===== config.mk =====
export PLATFORM = sky130hd
export DESIGN_NAME = serial_key_unlock_sequencer
export DESIGN_NICKNAME = d
export VERILOG_FILES = /design/src/hw/rtl/sksq_pkg.sv /design/src/hw/rtl/serial_key_unlock_sequencer.sv /design/src/hw/rtl/sksq_ram.sv /design/src/hw/rtl/sksq_cfg.sv /design/src/hw/rtl/sksq_skid.sv /design/src/hw/rtl/sksq_core.sv
export SDC_FILE = /design/constraint.sdc
export NUM_CORES = 1
export LEC_CHECK = 0
export BUFFER_PORTS_ARGS = -buffer_cell sky130_fd_sc_hd__buf_4
export CORE_MARGIN = 2
export CORE_UTILIZATION = 60
export DETAILED_ROUTE_END_ITERATION = 16
export PLACE_DENSITY = 0.9
export SLEW_MARGIN = 20
export SYNTH_ARGS = -nofsm -noshare
export SYNTH_HDL_FRONTEND = slang
export SYNTH_SLANG_ARGS = --single-unit

===== constraint.sdc =====
create_clock -name i_clk -period 11.4 [get_ports i_clk]
set_input_delay 1.71 -clock i_clk [delete_from_list [all_inputs] [get_ports i_clk]]
set_output_delay 1.71 -clock i_clk [all_outputs]
set_load 0.01 [all_outputs]

===== src/hw/rtl/sksq_pkg.sv =====
`timescale 1ns / 1ps

package sksq_pkg;

    // Sequencer phases, also reported in every result
    typedef enum logic [2:0] {
        PH_INIT    = 3'd0,
        PH_KEY     = 3'd1,
        PH_DECRYPT = 3'd2,
        PH_START   = 3'd3,
        PH_FAIL    = 3'd4
    } t_phase;

    // Request kinds
    typedef enum logic [1:0] {
        FN_TICK    = 2'd0,
        FN_SERIAL  = 2'd1,
        FN_SECTION = 2'd2,
        FN_NOP     = 2'd3
    } t_func;

    localparam int CFG_IDX_W = 3;

    localparam logic [CFG_IDX_W-1:0] CFG_INIT_TIMEOUT   = 3'd0;
    localparam logic [CFG_IDX_W-1:0] CFG_LED_ON_AFTER   = 3'd1;
    localparam logic [CFG_IDX_W-1:0] CFG_LED_FLASH_AFTER = 3'd2;
    localparam logic [CFG_IDX_W-1:0] CFG_KEY_FAIL       = 3'd3;
    localparam logic [CFG_IDX_W-1:0] CFG_FLASH_PERIOD   = 3'd4;

    localparam logic [15:0] RST_INIT_TIMEOUT    = 16'd15000;
    localparam logic [15:0] RST_LED_ON_AFTER    = 16'd10000;
    localparam logic [15:0] RST_LED_FLASH_AFTER = 16'd30000;
    localparam logic [15:0] RST_KEY_FAIL        = 16'd45000;
    localparam logic [15:0] RST_FLASH_PERIOD    = 16'd500;

    localparam logic [15:0] MS_MAX = 16'hFFFF;

    localparam logic [7:0] CH_A  = 8'h41;
    localparam logic [7:0] CH_LF = 8'h0A;
    localparam logic [7:0] CH_CR = 8'h0D;

    typedef struct packed {
        logic [15:0] init_timeout;
        logic [15:0] led_on_after;
        logic [15:0] led_flash_after;
        logic [15:0] key_fail;
        logic [15:0] flash_period;
    } t_cfg;

    typedef struct packed {
        t_func       func;
        logic [7:0]  data;
        logic        more_pending;
        logic        last;
    } t_item;

    typedef struct packed {
        t_phase      phase;
        logic        led;
        logic        byte_valid;
        logic [7:0]  out_byte;
        logic        out_last;
        logic [5:0]  key_count;
    } t_result;

endpackage


===== src/hw/rtl/serial_key_unlock_sequencer.sv =====
`timescale 1ns / 1ps
// A request is held in the input register, its result then in the output register.
// One request per cycle if unstalled; input register, one state update, two-entry skid buffer.
// The key byte for the next section byte is prefetched from the key RAM, so no read stall.
// Reset: i_rst_n synchronous, active low; clears phase, timers, LED, key length and position,
// and reloads the configuration defaults. The key RAM is not cleared.
module serial_key_unlock_sequencer
    import sksq_pkg::*;
#(
    parameter int KEY_CAPACITY = 32
) (
    input  logic                 i_clk,
    input  logic                 i_rst_n,
    // request stream
    input  logic                 i_s_axis_tvalid,
    output logic                 o_s_axis_tready,
    input  logic [15:0]          i_s_axis_tdata,  // [7:0] data, [8] more_pending
    input  logic [1:0]           i_s_axis_tuser,  // [1:0] func
    input  logic                 i_s_axis_tlast,  // last section byte
    // result stream
    output logic                 o_m_axis_tvalid,
    input  logic                 i_m_axis_tready,
    output logic [23:0]          o_m_axis_tdata,  // [2:0] phase, [3] led, [11:4] out_byte,
                                                  // [17:12] key_count
    output logic                 o_m_axis_tuser,  // [0] byte_valid
    output logic                 o_m_axis_tlast,  // out_last
    // configuration writes
    input  logic                 i_cfg_valid,
    output logic                 o_cfg_ready,
    input  logic [CFG_IDX_W-1:0] i_cfg_index,
    input  logic [15:0]          i_cfg_data
);

    t_cfg    cfg;
    t_item   in_item;
    t_result core_res;
    t_result out_res;
    logic    core_valid;
    logic    buf_ready;

    // unpack the request
    assign in_item.func         = t_func'(i_s_axis_tuser);
    assign in_item.data         = i_s_axis_tdata[7:0];
    assign in_item.more_pending = i_s_axis_tdata[8];
    assign in_item.last         = i_s_axis_tlast;

    sksq_cfg u_cfg (
        .i_clk       (i_clk),
        .i_rst_n     (i_rst_n),
        .i_cfg_valid (i_cfg_valid),
        .o_cfg_ready (o_cfg_ready),
        .i_cfg_index (i_cfg_index),
        .i_cfg_data  (i_cfg_data),
        .o_cfg       (cfg)
    );

    // phase tracking, timers, LED and key XOR
    sksq_core #(
        .KEY_CAPACITY (KEY_CAPACITY)
    ) u_core (
        .i_clk       (i_clk),
        .i_rst_n     (i_rst_n),
        .i_in_valid  (i_s_axis_tvalid),
        .o_in_ready  (o_s_axis_tready),
        .i_item      (in_item),
        .i_cfg       (cfg),
        .o_res_valid (core_valid),
        .i_res_ready (buf_ready),
        .o_result    (core_res)
    );

    // output register plus skid slot decouples the sink's ready
    sksq_skid u_out (
        .i_clk    (i_clk),
        .i_rst_n  (i_rst_n),
        .i_valid  (core_valid),
        .o_ready  (buf_ready),
        .i_result (core_res),
        .o_valid  (o_m_axis_tvalid),
        .i_ready  (i_m_axis_tready),
        .o_result (out_res)
    );

    assign o_m_axis_tdata = {6'd0, out_res.key_count, out_res.out_byte, out_res.led,
                             out_res.phase};
    assign o_m_axis_tuser = out_res.byte_valid;
    assign o_m_axis_tlast = out_res.out_last;

endmodule


===== src/hw/rtl/sksq_ram.sv =====
`timescale 1ns / 1ps

module sksq_ram #(
    parameter int WIDTH = 8,
    parameter int DEPTH = 32,
    parameter int AW    = (DEPTH > 1) ? $clog2(DEPTH) : 1
) (
    input  logic             i_clk,
    input  logic             i_we,
    input  logic [AW-1:0]    i_waddr,
    input  logic [WIDTH-1:0] i_wdata,
    input  logic [AW-1:0]    i_raddr,
    output logic [WIDTH-1:0] o_rdata
);

    logic [WIDTH-1:0] r_mem [DEPTH];
    logic [WIDTH-1:0] r_rdata;

    always_ff @(posedge i_clk) begin
        if (i_we) begin
            r_mem[i_waddr] <= i_wdata;
        end
        r_rdata <= r_mem[i_raddr];
    end

    assign o_rdata = r_rdata;

endmodule


===== src/hw/rtl/sksq_cfg.sv =====
`timescale 1ns / 1ps

module sksq_cfg
    import sksq_pkg::*;
(
    input  logic                 i_clk,
    input  logic                 i_rst_n,
    input  logic                 i_cfg_valid,
    output logic                 o_cfg_ready,
    input  logic [CFG_IDX_W-1:0] i_cfg_index,
    input  logic [15:0]          i_cfg_data,
    output t_cfg                 o_cfg
);

    t_cfg r_cfg;
    t_cfg n_cfg;

    // writes are always taken; indexes past the list are dropped
    assign o_cfg_ready = 1'b1;

    always_comb begin
        n_cfg = r_cfg;
        if (i_cfg_valid) begin
            case (i_cfg_index)
                CFG_INIT_TIMEOUT:    n_cfg.init_timeout    = i_cfg_data;
                CFG_LED_ON_AFTER:    n_cfg.led_on_after    = i_cfg_data;
                CFG_LED_FLASH_AFTER: n_cfg.led_flash_after = i_cfg_data;
                CFG_KEY_FAIL:        n_cfg.key_fail        = i_cfg_data;
                CFG_FLASH_PERIOD:    n_cfg.flash_period    = i_cfg_data;
                default:             n_cfg = r_cfg;
            endcase
        end
    end

    always_ff @(posedge i_clk) begin
        if (!i_rst_n) begin
            r_cfg.init_timeout    <= RST_INIT_TIMEOUT;
            r_cfg.led_on_after    <= RST_LED_ON_AFTER;
            r_cfg.led_flash_after <= RST_LED_FLASH_AFTER;
            r_cfg.key_fail        <= RST_KEY_FAIL;
            r_cfg.flash_period    <= RST_FLASH_PERIOD;
        end else begin
            r_cfg <= n_cfg;
        end
    end

    assign o_cfg = r_cfg;

endmodule


===== src/hw/rtl/sksq_skid.sv =====
`timescale 1ns / 1ps

module sksq_skid
    import sksq_pkg::*;
(
    input  logic    i_clk,
    input  logic    i_rst_n,
    input  logic    i_valid,
    output logic    o_ready,
    input  t_result i_result,
    output logic    o_valid,
    input  logic    i_ready,
    output t_result o_result
);

    logic    r_main_valid;
    logic    r_skid_valid;
    t_result r_main;
    t_result r_skid;

    // ready depends on the skid slot only, so no path from the sink
    assign o_ready = !r_skid_valid;

    always_ff @(posedge i_clk) begin
        if (!i_rst_n) begin
            r_main_valid <= 1'b0;
            r_skid_valid <= 1'b0;
        end else if (r_skid_valid) begin
            if (i_ready) begin
                r_skid_valid <= 1'b0;
            end
        end else if (i_valid) begin
            if (!r_main_valid || i_ready) begin
                r_main_valid <= 1'b1;
            end else begin
                r_skid_valid <= 1'b1;
            end
        end else if (i_ready) begin
            r_main_valid <= 1'b0;
        end
    end

    always_ff @(posedge i_clk) begin
        if (r_skid_valid) begin
            if (i_ready) begin
                r_main <= r_skid;
            end
        end else if (i_valid) begin
            if (!r_main_valid || i_ready) begin
                r_main <= i_result;
            end else begin
                r_skid <= i_result;
            end
        end
    end

    assign o_valid  = r_main_valid;
    assign o_result = r_main;

endmodule


===== src/hw/rtl/sksq_core.sv =====
`timescale 1ns / 1ps

module sksq_core
    import sksq_pkg::*;
#(
    parameter int KEY_CAPACITY = 32
) (
    input  logic    i_clk,
    input  logic    i_rst_n,
    input  logic    i_in_valid,
    output logic    o_in_ready,
    input  t_item   i_item,
    input  t_cfg    i_cfg,
    output logic    o_res_valid,
    input  logic    i_res_ready,
    output t_result o_result
);

    localparam int LEN_W = $clog2(KEY_CAPACITY + 1);
    localparam int POS_W = (KEY_CAPACITY > 1) ? $clog2(KEY_CAPACITY) : 1;

    // input register
    logic  r_in_valid;
    t_item r_item;

    // sequencer state
    t_phase           r_phase,     n_phase;
    logic [15:0]      r_elapsed,   n_elapsed;
    logic [15:0]      r_flash,     n_flash;
    logic             r_led,       n_led;
    logic [LEN_W-1:0] r_key_len,   n_key_len;
    logic [POS_W-1:0] r_key_pos,   n_key_pos;

    logic             fire;
    logic [15:0]      elapsed_inc;
    logic [15:0]      flash_inc;
    logic             init_fail;
    logic             key_fail;
    logic [LEN_W-1:0] pos_inc;
    logic             key_room;
    logic             key_we;
    logic [7:0]       key_rdata;
    logic [7:0]       key_byte;
    logic [LEN_W+5:0] len_ext;
    t_result          res;

    assign fire       = r_in_valid && i_res_ready;
    assign o_in_ready = !r_in_valid || i_res_ready;

    always_ff @(posedge i_clk) begin
        if (!i_rst_n) begin
            r_in_valid <= 1'b0;
        end else if (o_in_ready) begin
            r_in_valid <= i_in_valid;
        end
    end

    always_ff @(posedge i_clk) begin
        if (i_in_valid && o_in_ready) begin
            r_item <= i_item;
        end
    end

    // saturating counters and limit compares
    assign elapsed_inc = (r_elapsed == MS_MAX) ? MS_MAX : r_elapsed + 16'd1;
    assign flash_inc   = (r_flash == MS_MAX) ? MS_MAX : r_flash + 16'd1;
    assign init_fail   = elapsed_inc >= i_cfg.init_timeout;
    assign key_fail    = elapsed_inc >= i_cfg.key_fail;
    assign key_room    = r_key_len < LEN_W'(KEY_CAPACITY);
    assign pos_inc     = LEN_W'(r_key_pos) + LEN_W'(1);

    // next phase
    always_comb begin
        n_phase = r_phase;
        if (fire) begin
            case (r_phase)
                PH_INIT: begin
                    if (r_item.func == FN_TICK && init_fail) begin
                        n_phase = PH_FAIL;
                    end else if (r_item.func == FN_SERIAL && r_item.data == CH_A
                                 && !r_item.more_pending) begin
                        n_phase = PH_KEY;
                    end
                end
                PH_KEY: begin
                    if (r_item.func == FN_TICK && key_fail) begin
                        n_phase = PH_FAIL;
                    end else if (r_item.func == FN_SERIAL && r_item.data == CH_LF) begin
                        n_phase = PH_DECRYPT;
                    end
                end
                PH_DECRYPT: begin
                    if (r_item.func == FN_SECTION && r_item.last) begin
                        n_phase = PH_START;
                    end
                end
                default: n_phase = r_phase;
            endcase
        end
    end

    assign len_ext = {6'd0, n_key_len};

    // timers, LED, key store and result
    always_comb begin
        n_elapsed = r_elapsed;
        n_flash   = r_flash;
        n_led     = r_led;
        n_key_len = r_key_len;
        n_key_pos = r_key_pos;
        key_we    = 1'b0;
        key_byte  = 8'd0;
        res.byte_valid = 1'b0;
        res.out_byte   = 8'd0;
        res.out_last   = 1'b0;
        if (fire) begin
            case (r_phase)
                PH_INIT: begin
                    if (r_item.func == FN_TICK) begin
                        n_elapsed = elapsed_inc;
                        if (init_fail) begin
                            n_led = 1'b0;
                        end
                    end else if (r_item.func == FN_SERIAL && r_item.data == CH_A
                                 && !r_item.more_pending) begin
                        // key timer restarts on entry to key wait
                        n_elapsed = 16'd0;
                        n_flash   = MS_MAX;
                    end
                end
                PH_KEY: begin
                    if (r_item.func == FN_TICK) begin
                        n_elapsed = elapsed_inc;
                        if (key_fail) begin
                            n_led = 1'b0;
                        end else if (elapsed_inc < i_cfg.led_on_after) begin
                            n_led   = 1'b0;
                            n_flash = MS_MAX;
                        end else if (elapsed_inc < i_cfg.led_flash_after) begin
                            n_led   = 1'b1;
                            n_flash = MS_MAX;
                        end else if (r_flash >= i_cfg.flash_period) begin
                            n_led   = !r_led;
                            n_flash = 16'd0;
                        end else begin
                            n_flash = flash_inc;
                        end
                    end else if (r_item.func == FN_SERIAL) begin
                        if (r_item.data == CH_LF) begin
                            n_led     = 1'b0;
                            n_key_pos = '0;
                        end else if (r_item.data != CH_CR && key_room) begin
                            key_we    = 1'b1;
                            n_key_len = r_key_len + LEN_W'(1);
                        end
                    end
                end
                PH_DECRYPT: begin
                    if (r_item.func == FN_SECTION) begin
                        // read data already holds the entry at r_key_pos
                        if (r_key_len != '0) begin
                            key_byte  = key_rdata;
                            n_key_pos = (pos_inc >= r_key_len) ? '0 : pos_inc[POS_W-1:0];
                        end
                        res.byte_valid = 1'b1;
                        res.out_byte   = r_item.data ^ key_byte;
                        res.out_last   = r_item.last;
                    end
                end
                default: n_led = r_led;
            endcase
        end
        res.phase     = n_phase;
        res.led       = n_led;
        res.key_count = len_ext[5:0];
    end

    always_ff @(posedge i_clk) begin
        if (!i_rst_n) begin
            r_phase   <= PH_INIT;
            r_elapsed <= 16'd0;
            r_flash   <= 16'd0;
            r_led     <= 1'b0;
            r_key_len <= '0;
            r_key_pos <= '0;
        end else begin
            r_phase   <= n_phase;
            r_elapsed <= n_elapsed;
            r_flash   <= n_flash;
            r_led     <= n_led;
            r_key_len <= n_key_len;
            r_key_pos <= n_key_pos;
        end
    end

    // read address runs one step ahead so the next key byte is ready
    sksq_ram #(
        .WIDTH (8),
        .DEPTH (KEY_CAPACITY),
        .AW    (POS_W)
    ) u_key_ram (
        .i_clk   (i_clk),
        .i_we    (key_we),
        .i_waddr (r_key_len[POS_W-1:0]),
        .i_wdata (r_item.data),
        .i_raddr (n_key_pos),
        .o_rdata (key_rdata)
    );

    assign o_res_valid = fire;
    assign o_result    = res;

`ifndef NO_ASSERTIONS
    a_len_cap: assert property (@(posedge i_clk) disable iff (!i_rst_n)
        r_key_len <= LEN_W'(KEY_CAPACITY))
        else $error("key length beyond capacity");

    a_pos_in_key: assert property (@(posedge i_clk) disable iff (!i_rst_n)
        (r_phase == PH_DECRYPT && r_key_len != '0) |-> (LEN_W'(r_key_pos) < r_key_len))
        else $error("key position outside stored key");

    a_start_final: assert property (@(posedge i_clk) disable iff (!i_rst_n)
        (r_phase == PH_START) |=> (r_phase == PH_START))
        else $error("left start phase");

    a_fail_final: assert property (@(posedge i_clk) disable iff (!i_rst_n)
        (r_phase == PH_FAIL) |=> (r_phase == PH_FAIL && !r_led))
        else $error("left failure phase or LED on");

    a_byte_in_decrypt: assert property (@(posedge i_clk) disable iff (!i_rst_n)
        (fire && res.byte_valid) |-> (r_phase == PH_DECRYPT && !key_we))
        else $error("decrypted byte outside decrypt phase");
`endif

endmodule

**Word-level counts from Yosys, hierarchy flattened**

Memory sizes are Yosys's and may differ from the RTL's. A register that Yosys moved wholly into a read port is not among the register bits.
Cells that the tools add are included.

- $lt $le $gt $ge: 7
- Bitwise operators: 3
- Add/sub/neg operators: 4
- Multiplexer cells: 71
- Equality and inequality tests: 20
- Reductions and logical operators: 34

Operator list:

| cell | count |
|---|---|
| $mux W16 | 12 |
| $mux W20 | 4 |
| $pmux W16 S2 | 2 |
| $ge A16 B16 Y1 | 3 |
| $mux W6 | 6 |
| $mux W5 | 7 |
| $add A16 B1 Y16 const B | 2 |
| $eq A16 B16 Y1 const B | 2 |
| $lt A16 B16 Y1 | 2 |
| $mux W8 | 4 |
| $mux W1 | 25 |
| $mux W10 | 2 |
| $mux W3 | 6 |
| $pmux W5 S2 | 1 |
| $reduce_and A2 Y1 | 5 |
| $eq A3 B2 Y1 const B | 3 |
| $logic_and A1 B1 Y1 | 9 |
| $pmux W3 S3 | 1 |
| $reduce_and A3 Y1 | 3 |
| $eq A8 B4 Y1 const B | 1 |
| $eq A8 B7 Y1 const B | 1 |
| $ne A8 B4 Y1 const B | 1 |
| $reduce_bool A2 Y1 | 4 |
| $xor A8 B8 Y8 | 1 |
| 20 further kinds | 32 |

- Word-level logic and storage cells: 170
- Input port bits: 43
- Output and inout bits: 29
- Register bits: 182
- Memories kept: 1
- RAM bits: 256

Memories:

| memory | words | bits a word | rd ports | clocked after Yosys merged registers in | wr ports | RTL line | text |
|---|---|---|---|---|---|---|---|
| u_core.u_key_ram.r_mem | 32 | 8 | 1 | 1 | 1 | sksq_ram.sv:16 | `logic [WIDTH-1:0] r_mem [DEPTH];` |

**Logic depth before layout (Yosys ltp)**

Gate-level depths: netlist of run 1.

- Depth in word-level cells: 12
- Depth in mapped cells: 16

**Cells and area by module**

Synthesis of run 1 repeated with hierarchy kept, for this count alone.

- Cells, all modules: 1480
- Area total of the unflattened synthesis: 20370.8 um2

By module, submodules not included:

| module | instances | area each (um2) | seq. area each (um2) | cells an instance |
|---|---|---|---|---|
| sksq_ram | 1 | 10053.4 | 7847.5 | 417 |
| sksq_core | 1 | 5497.8 | 1321.3 | 677 |
| sksq_cfg | 1 | 3146.8 | 1601.5 | 303 |
| sksq_skid | 1 | 1624.1 | 1241.2 | 76 |
| serial_key_unlock_sequencer | 1 | 48.8 | 0.0 | 7 |

**Least setup slack after synthesis of run 1**

No wires, ideal clock.

- Kind: reg2reg
- Start: register u_core.r_elapsed[0]
- End: register u_core.r_flash[10]
- Stages on the path, launching flop included: 16
- Data required time: 11281 ps
- Clock period less this slack: 3570 ps
- Setup slack: 7830 ps
- Arrival time: 3452 ps
- Path through: dfxtp_1 > ha_1 > nand3_1 > nor2_1 > nand2_1 > nand2_1 > ha_1 > o21a_1 > o21ai_0 > nor2_1 > a211oi_1 > o2111ai_1 > a21boi_1 > nand3b_1 > clkbuf_1 > o221a_2

- Word-level cells in the longest chain between the ends: 8
- Elaborated cells between the ends (all ways): 13
- Classes of those cells: add/sub (1); order compare (3); eq/ne (2); mux (6); reduce/logical (1)

RTL lines:

| item | RTL line | text |
|---|---|---|
| start: declaration | sksq_core.sv:28 | `logic [15:0] r_elapsed, n_elapsed;` |
| start signal: assignment | sksq_core.sv:188 | `r_elapsed <= n_elapsed;` |
| $add A16 B1 Y16 or $eq A16 B16 Y1 (tied branches) | sksq_core.sv:65 | `assign elapsed_inc = (r_elapsed == MS_MAX) ? MS_MAX : r_elapsed + 16'd1;` |
| $mux W16 (*) | sksq_core.sv:65 |  |
| $lt A16 B16 Y1 | sksq_core.sv:139 | `end else if (elapsed_inc < i_cfg.led_flash_after) begin` |
| $mux W16 | sksq_core.sv:139 |  |
| $mux W16 | sksq_core.sv:136 | `end else if (elapsed_inc < i_cfg.led_on_after) begin` |
| $mux W16 | sksq_core.sv:134 | `if (key_fail) begin` |
| $mux W16 | sksq_core.sv:132 | `if (r_item.func == FN_TICK) begin` |
| $pmux W16 S2 | sksq_core.sv:117 | `case (r_phase)` |
| end signal: assignment | sksq_core.sv:189 | `r_flash <= n_flash;` |
| end: declaration | sksq_core.sv:29 | `logic [15:0] r_flash, n_flash;` |

Mark *: on every way between the ends. The rest lies on a longest branch, timed or not. The select of a mux whose other input is x is not followed.
A chain may end at the register's enable or synchronous reset.

**Final worst setup path of run 1**

- Start: register u_core.r_elapsed[0]
- End: register u_core.r_flash[5]

The elaborated chain is that of the path after synthesis.

==> key figures, run 1 <==
Routing
  • Post-DRT Antenna Nets: 0
  • Pre-antenna DRT Iters: 6
  • Drc violations: 0
  • Top layer in use: met4
  • DR WL met3: a little under 5 mm
  • Met2 routed WL: 23.6 mm
  • 1st-iter DRT viols: roughly 1900
  • Final wirelength: ~50 mm
  • Per-cell routed wire length: 21.0 µm
  • DR vias/cell: 6.34
  • Via Count: 15000
  • WL met1: ~19 mm

Final layout
  • Share of layout cells above drive strength 1: 0.103
  • Filler cells: 2284
  • ANT cells: 0
  • FF+latch area: roughly 12000 µm²
  • Multi-input gate area: 7460 µm²
  • P&R area growth vs syn: 10.8%
  • Fin cells: about 2400
  • Nets@finish: 2009

Timing
  • Clock skew: 0.0233 ns
  • Slew margin rel.: 0.301
  • Setup TNS: 0 ns
  • Final setup viols: 0
  • WHS: 0.456 ns
  • RSZ-0062 raised after global routing: false
  • Fin. max-slew vios: 0
  • Fin. Hold Viols: 0
  • Final period utilization: 0.481
  • Max Clock Freq: between 150 and 200 MHz
  • Worst-Margin Slew: 1.05 ns
  • Crit path time final: 5.49 ns

Worst setup path
  • Class of the most critical setup path: reg -> reg
  • WP data arrival: 5.93 ns
  • R2r setup slk: 5.91 ns
  • CP required: 11.84 ns
  • CP cell instances: ha_1, nand3_1, nor2_1, nand2_1, nand2_1, ha_1, o21a_1, o21ai_0, nor2_1, a211oi_1, o2111ai_1, a21boi_2, nand3b_1, o221a_2
  • Reg2reg start: u_core.r_elapsed[0]
  • Crit-path max FO: 17
  • FF-to-FF End: u_core.r_flash[5]
  • Crit. End Element: flop
  • CP startpoint kind: flop
  • Worst path max stage delay: 0.72 ns
  • CP max-delay cell: a211oi_1
  • R2R cell count: 14

Outcome
  • Status: completed

Clock network
  • CTS buffer count: 44
  • Hold_buf cts: 0
  • Setup Fix Bufs, Post-CTS: 0
  • CTS H-tree depth: 2
  • CTS tree: yes
  • Reg clk slew, reported paths: roughly 0.06 ns
  • Clk_lat worst skew: 0.57 ns
  • Clock net sink count: between 400 and 500
  • Cts repair resizes: 0
  • CTS root buffer: clkbuf_16
  • Clock Tree Buf Depth: 3

Yosys
  • Synth top cells by count: nand2_1, edfxtp_1, dfxtp_1
  • EDFF count, synth: just over 300
  • Synth top area cells: edfxtp_1, dfxtp_1, nand2_1, ha_1, a21oi_1
  • Cell Area, Synth: 20200 µm²
  • Ys flop type: edfxtp_1
  • Share of the synthesized area in the top cell type: 0.458
  • Cell taking the most area after synthesis: edfxtp_1
  • Mean area per synthesized cell: around 11 µm²
  • FF+latch count, synth: 446
  • Most frequent cell after synthesis: nand2_1
  • Ys Warns: 0
  • Gate Count Post-Synth: 1844
  • Synth unique cells: 75
  • FFs w/ async S/R, synth: 0
  • Register area share after synthesis: 0.595

Floorplan
  • Chip width: 187 µm
  • Ports: 72
  • Core area: 33400 µm²
  • Die ar.: 35100 µm²
  • Initial Util: 0.605
  • Die H: 187 µm
  • FP Rows: 67

Power
  • Logic gate share of total power: 0.033
  • Clock network fraction of total power: 0.436
  • Cell area power density: 147 nW/µm²
  • Switch Pwr: 693 µW
  • Sw Ratio: 0.211
  • Leak: 0.00820 µW
  • Sequential share of power: 0.532
  • Pint: 2600 µW
  • Worst vdd ir: 0.000124 V

GRT
  • Largest net degree at the start of global routing: 98
  • First-pass GRT wire length: 76.9 mm
  • GRT Util Overall: 0.279
  • Vias in the first global route: between 10000 and 15000
  • Overflow after GRT: 0
  • Antenna violations before repair: 0

Place
  • Detail Placement HPWL: 31.5 mm
  • Gpl congestion: 0.983
  • Placed insts: around 2300
  • I/O Buffers: 57

Hold path
  • Hold Crit Depth: 2
  • Hold Path Origin: u_cfg.o_cfg[63]
  • Hold worst-path end: u_cfg.o_cfg[63]
  • Worst min path class: reg -> reg

Job
  • Max-cap violations: 0
-- registers in the layout, indices dropped and copies added (netlist names) --
name	flops
u_core.r_elapsed	16
u_core.r_key_len	6
u_cfg.o_cfg	80
u_out.r_skid_valid	1
u_core.u_key_ram.o_rdata	8
u_out.o_result	20
u_core.r_led	1
u_core.r_item	12
u_core.r_key_pos	5
u_core.r_phase	3
u_core.r_in_valid	1
u_out.o_valid	1
u_core.u_key_ram.r_mem	256
u_out.r_skid	20
u_core.r_flash	16
-- cells in the final DEF, fill, tap and decap left out, drive strengths merged, types with 7 or more instances in the layout --
master    n
xnor2    16
a21oi    93
buf      74
nor4      9
a211oi    8
and3     14
clkbuf   58
a32oi    33
o31ai    10
ha       91
clkinv   16
nand2   389
dfxtp   138
nand2b    9
nor3     17
mux2     11
nand4    52
xor2     19
o221a    17
a22oi    19
nor2b     8
and2     13
conb      7
a21o     12
inv      99
o211ai   42
nand3    94
o21ai    26
nor2    100
mux2i    32
edfxtp  308
-- logic make-up (layout without fill, tap and decap cells) --
| family | after synthesis | after routing | share of synthesized area |
|---|---|---|---|
| other cells | 2 | 7 | 0.000372 |
| flops | 446 | 446 | 0.595 |
| mux | 43 | 43 | 0.0220 |
| fa+ha+maj | 91 | 91 | 0.0564 |
| simple gates | 732 | 732 | 0.164 |
| xor+xnor | 35 | 35 | 0.0152 |
| buf+inv | 191 | 251 | 0.0398 |
| compound gates | 304 | 304 | 0.107 |
-- cell type report --
| cell class | count | area share |
|---|---|---|
| Clock inverter | 22 | 0.0112 |
| Inverter | 97 | 0.0163 |
| Tap cell | 448 | 0.0251 |
| Multi-Input combinational cell | 1212 | 0.333 |
| Sequential cell | 446 | 0.537 |
| Clock buffer | 58 | 0.0524 |
| Timing Repair Buffer | 74 | 0.0248 |
-- stage by stage --
step | worst slack [ns] | total power (µW) | util | instance area [µm²]
after CTS | 6.19 | 3300 | 0.670 | 22400
after global placement | 6.00 | 1880 | 0.627 | 20900
after detailed placement | 6.22 | 1890 | 0.628 | 20900
final | 5.91 | 3290 | 0.671 | 22400
after global routing | 5.60 | 3370 | 0.671 | 22400
after floorplan | 7.83 | 1840 | - | 20200
-- critical path, delay by kind of cell (launching register included) --
kind / cells / cell delay, ns
AOI/OAI and AO/OA: 6 / 2.45
adders and majority gates: 2 / 0.55
and+or+nand+nor: 6 / 1.92
DFF: 1 / 0.45
-- metal layers --
metal | vias up | track usage
li1 | 6745 | -
met1 | 7128 | 0.355
met2 | 876 | 0.460
met3 | 201 | 0.0520
met4 | 0 | 0.141
met5 | - | 0
-- power groups by stage --
stage | combinational, µW | clock (µW) | sequential [µW]
6_report | 108 | 1430 | 1750
3_3_place_gp | 99.2 | 0 | 1780
3_5_place_dp | 104 | 0 | 1790
2_1_floorplan | 50.8 | 0 | 1790
4_1_cts | 105 | 1440 | 1750
5_1_grt | 116 | 1510 | 1750
-- worst max path at each step --
stage,startpoint,to,slack [ns],cells after the start
6_report,u_core.r_elapsed[0],u_core.r_flash[5],5.91,14
5_1_grt,u_core.r_elapsed[0],u_core.r_flash[10],5.60,14
4_1_cts,u_core.r_elapsed[0],u_core.r_flash[3],6.19,14
3_5_place_dp,u_core.r_elapsed[0],u_core.r_flash[2],6.22,14
3_3_place_gp,u_core.r_elapsed[0],u_core.r_flash[14],6.00,14
2_1_floorplan,u_core.r_elapsed[0],u_core.r_flash[10],7.83,15
Power figures use the tool's default switching activity.
==> run 2, diff against run 1 <==
--- a/config.mk
+++ b/config.mk
@@ -7,9 +7,9 @@
 export LEC_CHECK = 0
 export BUFFER_PORTS_ARGS = -buffer_cell sky130_fd_sc_hd__buf_4
 export CORE_MARGIN = 2
-export CORE_UTILIZATION = 60
+export CORE_UTILIZATION = 56
 export DETAILED_ROUTE_END_ITERATION = 16
-export PLACE_DENSITY = 0.9
+export PLACE_DENSITY = 0.88
 export SLEW_MARGIN = 20
 export SYNTH_ARGS = -nofsm -noshare
 export SYNTH_HDL_FRONTEND = slang
==> constraint.sdc (replaced) <==
create_clock -name i_clk -period 4.7 [get_ports i_clk]
set_input_delay 0.705 -clock i_clk [delete_from_list [all_inputs] [get_ports i_clk]]
set_output_delay 0.705 -clock i_clk [all_outputs]
set_load 0.01 [all_outputs]
==> key figures, run 2 (synthesized netlist as in run 1, its figures left out) <==
GRT
  • Antenna violations before repair: 2 (+2)
  • Vias in the first global route: 14600 (+0.46%)
  • Largest net degree at the start of global routing: 65 (-34%)
  • Overflow after GRT: 0 (unchanged)
  • First-pass GRT wire length: 79.2 mm (+3.0%)
  • GRT Util Overall: 0.267 (-0.0114)

Clock network
  • Clock Tree Buf Depth: 3 (unchanged)
  • CTS root buffer: clkbuf_16
  • Clk_lat worst skew: 0.60 ns (+0.03 ns)
  • CTS tree: yes
  • CTS buffer count: 45 (+2.3%)
  • Reg clk slew, reported paths: 0.06 ns (about the same)
  • Clock net sink count: 446 (unchanged)
  • Hold_buf cts: 0 (unchanged)
  • CTS H-tree depth: 2 (unchanged)

Routing
  • Per-cell routed wire length: 21.2 µm (+0.94%)
  • Final wirelength: 50.5 mm (+2.0%)
  • 1st-iter DRT viols: 1916 (+0.95%)
  • Via Count: 15100 (+0.76%)
  • Post-DRT Antenna Nets: 0 (unchanged)
  • Pre-antenna DRT Iters: 7 (+1)
  • Drc violations: 0 (unchanged)
  • DR vias/cell: 6.32 (-0.30%)

Timing
  • Max Clock Freq: 225 MHz (+23%)
  • Fin. max-slew vios: 0 (unchanged)
  • Setup slack after layout: 0.248 ns (-5.66 ns)
  • Final period utilization: 0.947 (+0.466)
  • Slew margin rel.: 0.200 (-0.102)
  • Final setup viols: 0 (unchanged)
  • Crit path time final: 4.45 ns (-1.04 ns)
  • Fin. Hold Viols: 0 (unchanged)
  • RSZ-0062 raised after global routing: false
  • Clock skew: 0.0383 ns (+0.0150 ns)
  • Worst-Margin Slew: 1.19 ns (+0.146 ns)
  • Setup TNS: 0 ns (unchanged)

Power
  • Sw Ratio: 0.215 (+0.00475)
  • Switch Pwr: 1720 µW (+150%)
  • Worst vdd ir: 0.000410 V (+230%)
  • Logic gate share of total power: 0.033 (about the same)
  • Cell area power density: 354 nW/µm² (+140%)
  • Clock network fraction of total power: 0.435 (about the same)
  • Leak: 0.00827 µW (+0.79%)
  • Pint: 6260 µW (+140%)
  • Sequential share of power: 0.532 (about the same)

Final layout
  • P&R area growth vs syn: 11.6%
  • Most frequent cells in the layout: nand2_1, edfxtp_1, dfxtp_1, nor2_1, inv_1
  • ANT cells: 0 (unchanged)
  • Share of layout cells above drive strength 1: 0.108 (+0.00561)
  • Most flop-heavy register: u_core.u_key_ram.r_mem
  • Nets@finish: 2021 (+0.60%)
  • Commonest non-fill, non-tap cell in the layout: nand2_1
  • Filler cells: 2521 (+10%)
  • Max reg flops: 256 (unchanged)

Floorplan
  • Ports: 72 (unchanged)
  • FP Rows: 69 (+3.0%)
  • Die ar.: 37600 µm² (+7.0%)
  • Die H: 194 µm (+3.4%)
  • Chip width: 194 µm (+3.4%)
  • Initial Util: 0.568 (-0.0375)
  • Core area: 35600 µm² (+6.6%)

Worst setup path
  • Crit. End Element: flop
  • Critical path origin: u_core.r_key_pos[0]
  • CP startpoint kind: flop
  • R2R cell count: 14 (unchanged)
  • WP data arrival: 4.98 ns (-0.95 ns)
  • FF-to-FF End: u_core.u_key_ram.o_rdata[4]
  • R2r setup slk: 0.25 ns (-5.66 ns)
  • Class of the most critical setup path: reg -> reg
  • Crit-path max FO: 15 (-2)
  • Reg2reg start: u_core.r_key_pos[0]
  • CP required: 5.23 ns (-6.61 ns)

Place
  • I/O Buffers: 57 (unchanged)
  • Gpl congestion: 0.919 (-6.5%)
  • Detail Placement HPWL: 32.5 mm (+3.2%)
  • Place WS: 0.329 ns (-5.89 ns)

Hold path
  • Worst min path class: in -> reg
  • Hold worst-path end: u_core.r_item[8]
  • Hold Crit Depth: 1 (-1)
  • Hold Path Origin: i_s_axis_tdata[6]

Outcome
  • Status: completed

Job
  • Max-cap violations: 0 (unchanged)
run 2: cell count changes in the layout (fill, tap and decap cells not counted), sizes merged:
cell and change:
buf +11, clkinvlp +5, bufinv -3, clkbuf +1, clkinv -1, inv -1
run 2: cell type report:
type	instances	area, µm²	share of cell area
clock inverter	22	173	0.00766
inverter	97	364	0.0162
multi-input combinational	1212	7450	0.330
clock buffer	59	1260	0.0560
sequential	446	12000	0.533
tap	461	577	0.0256
timing repair buffer	85	701	0.0311
run 2: worst max-delay path by stage:
| stage | cells past startpoint | end | slack (ns) |
|---|---|---|---|
| after floorplan | 15 | u_core.r_flash[5] | 1.13 |
| after global placement | 14 | u_core.r_flash[14] | 0.47 |
| after detailed placement | 13 | u_core.r_flash[11] | 0.33 |
| after CTS | 13 | u_core.r_flash[1] | 0.28 |
| after global routing | 14 | u_core.u_key_ram.o_rdata[2] | 0.05 |
| final | 14 | u_core.u_key_ram.o_rdata[4] | 0.25 |
run 2: critical path: stages, from the launching register on:
cell       delay [ns]
dfxtp_1          0.67
ha_1             0.32
nand2_1          0.20
inv_1            0.17
nor2_1           0.11
ha_1             0.30
o21ai_0          0.06
o21ai_0          0.20
o2111ai_1        0.42
a32oi_4          0.91
buf_4            0.28
nand2_1          0.06
a32oi_1          0.36
nand4_1          0.16
nand4_1          0.17
run 2: what timing repair did:
action | CTS | global route
setup endpoints to repair | 0 | 17
gates resized for setup | 0 | 1
setup buffers | 0 | 1
run 2: stage by stage:
stage	cell area [µm²]	hold slack, ns	power (µW)	std cells	util
2_1_floorplan	20200	0.436	4470	1849	-
3_3_place_gp	21100	0.443	4570	2300	0.593
3_5_place_dp	21100	0.446	4590	2300	0.593
4_1_cts	22500	0.288	7990	2381	0.633
5_1_grt	22500	0.289	8170	2382	0.634
6_report	22500	0.300	7980	2382	0.634
run 2: power groups by stage:
stage / combinational [µW] / clock (µW) / sequential, µW
final: 262 / 3470 / 4250
after global routing: 282 / 3640 / 4250
after floorplan: 123 / 0 / 4350
after global placement: 242 / 0 / 4330
after CTS: 256 / 3490 / 4250
after detailed placement: 254 / 0 / 4330
run 2: metal layers:
layer / vias to the layer above / share of wire / GRT usage / routed length, µm
met5: - / 0.00026 / 0 / 13
met4: 2 / 0.037 / 0.112 / 1850
met3: 168 / 0.11 / 0.0611 / 5540
met2: 926 / 0.47 / 0.429 / 23800
met1: 7204 / 0.38 / 0.352 / 19300
li1: 6763 / - / - / -
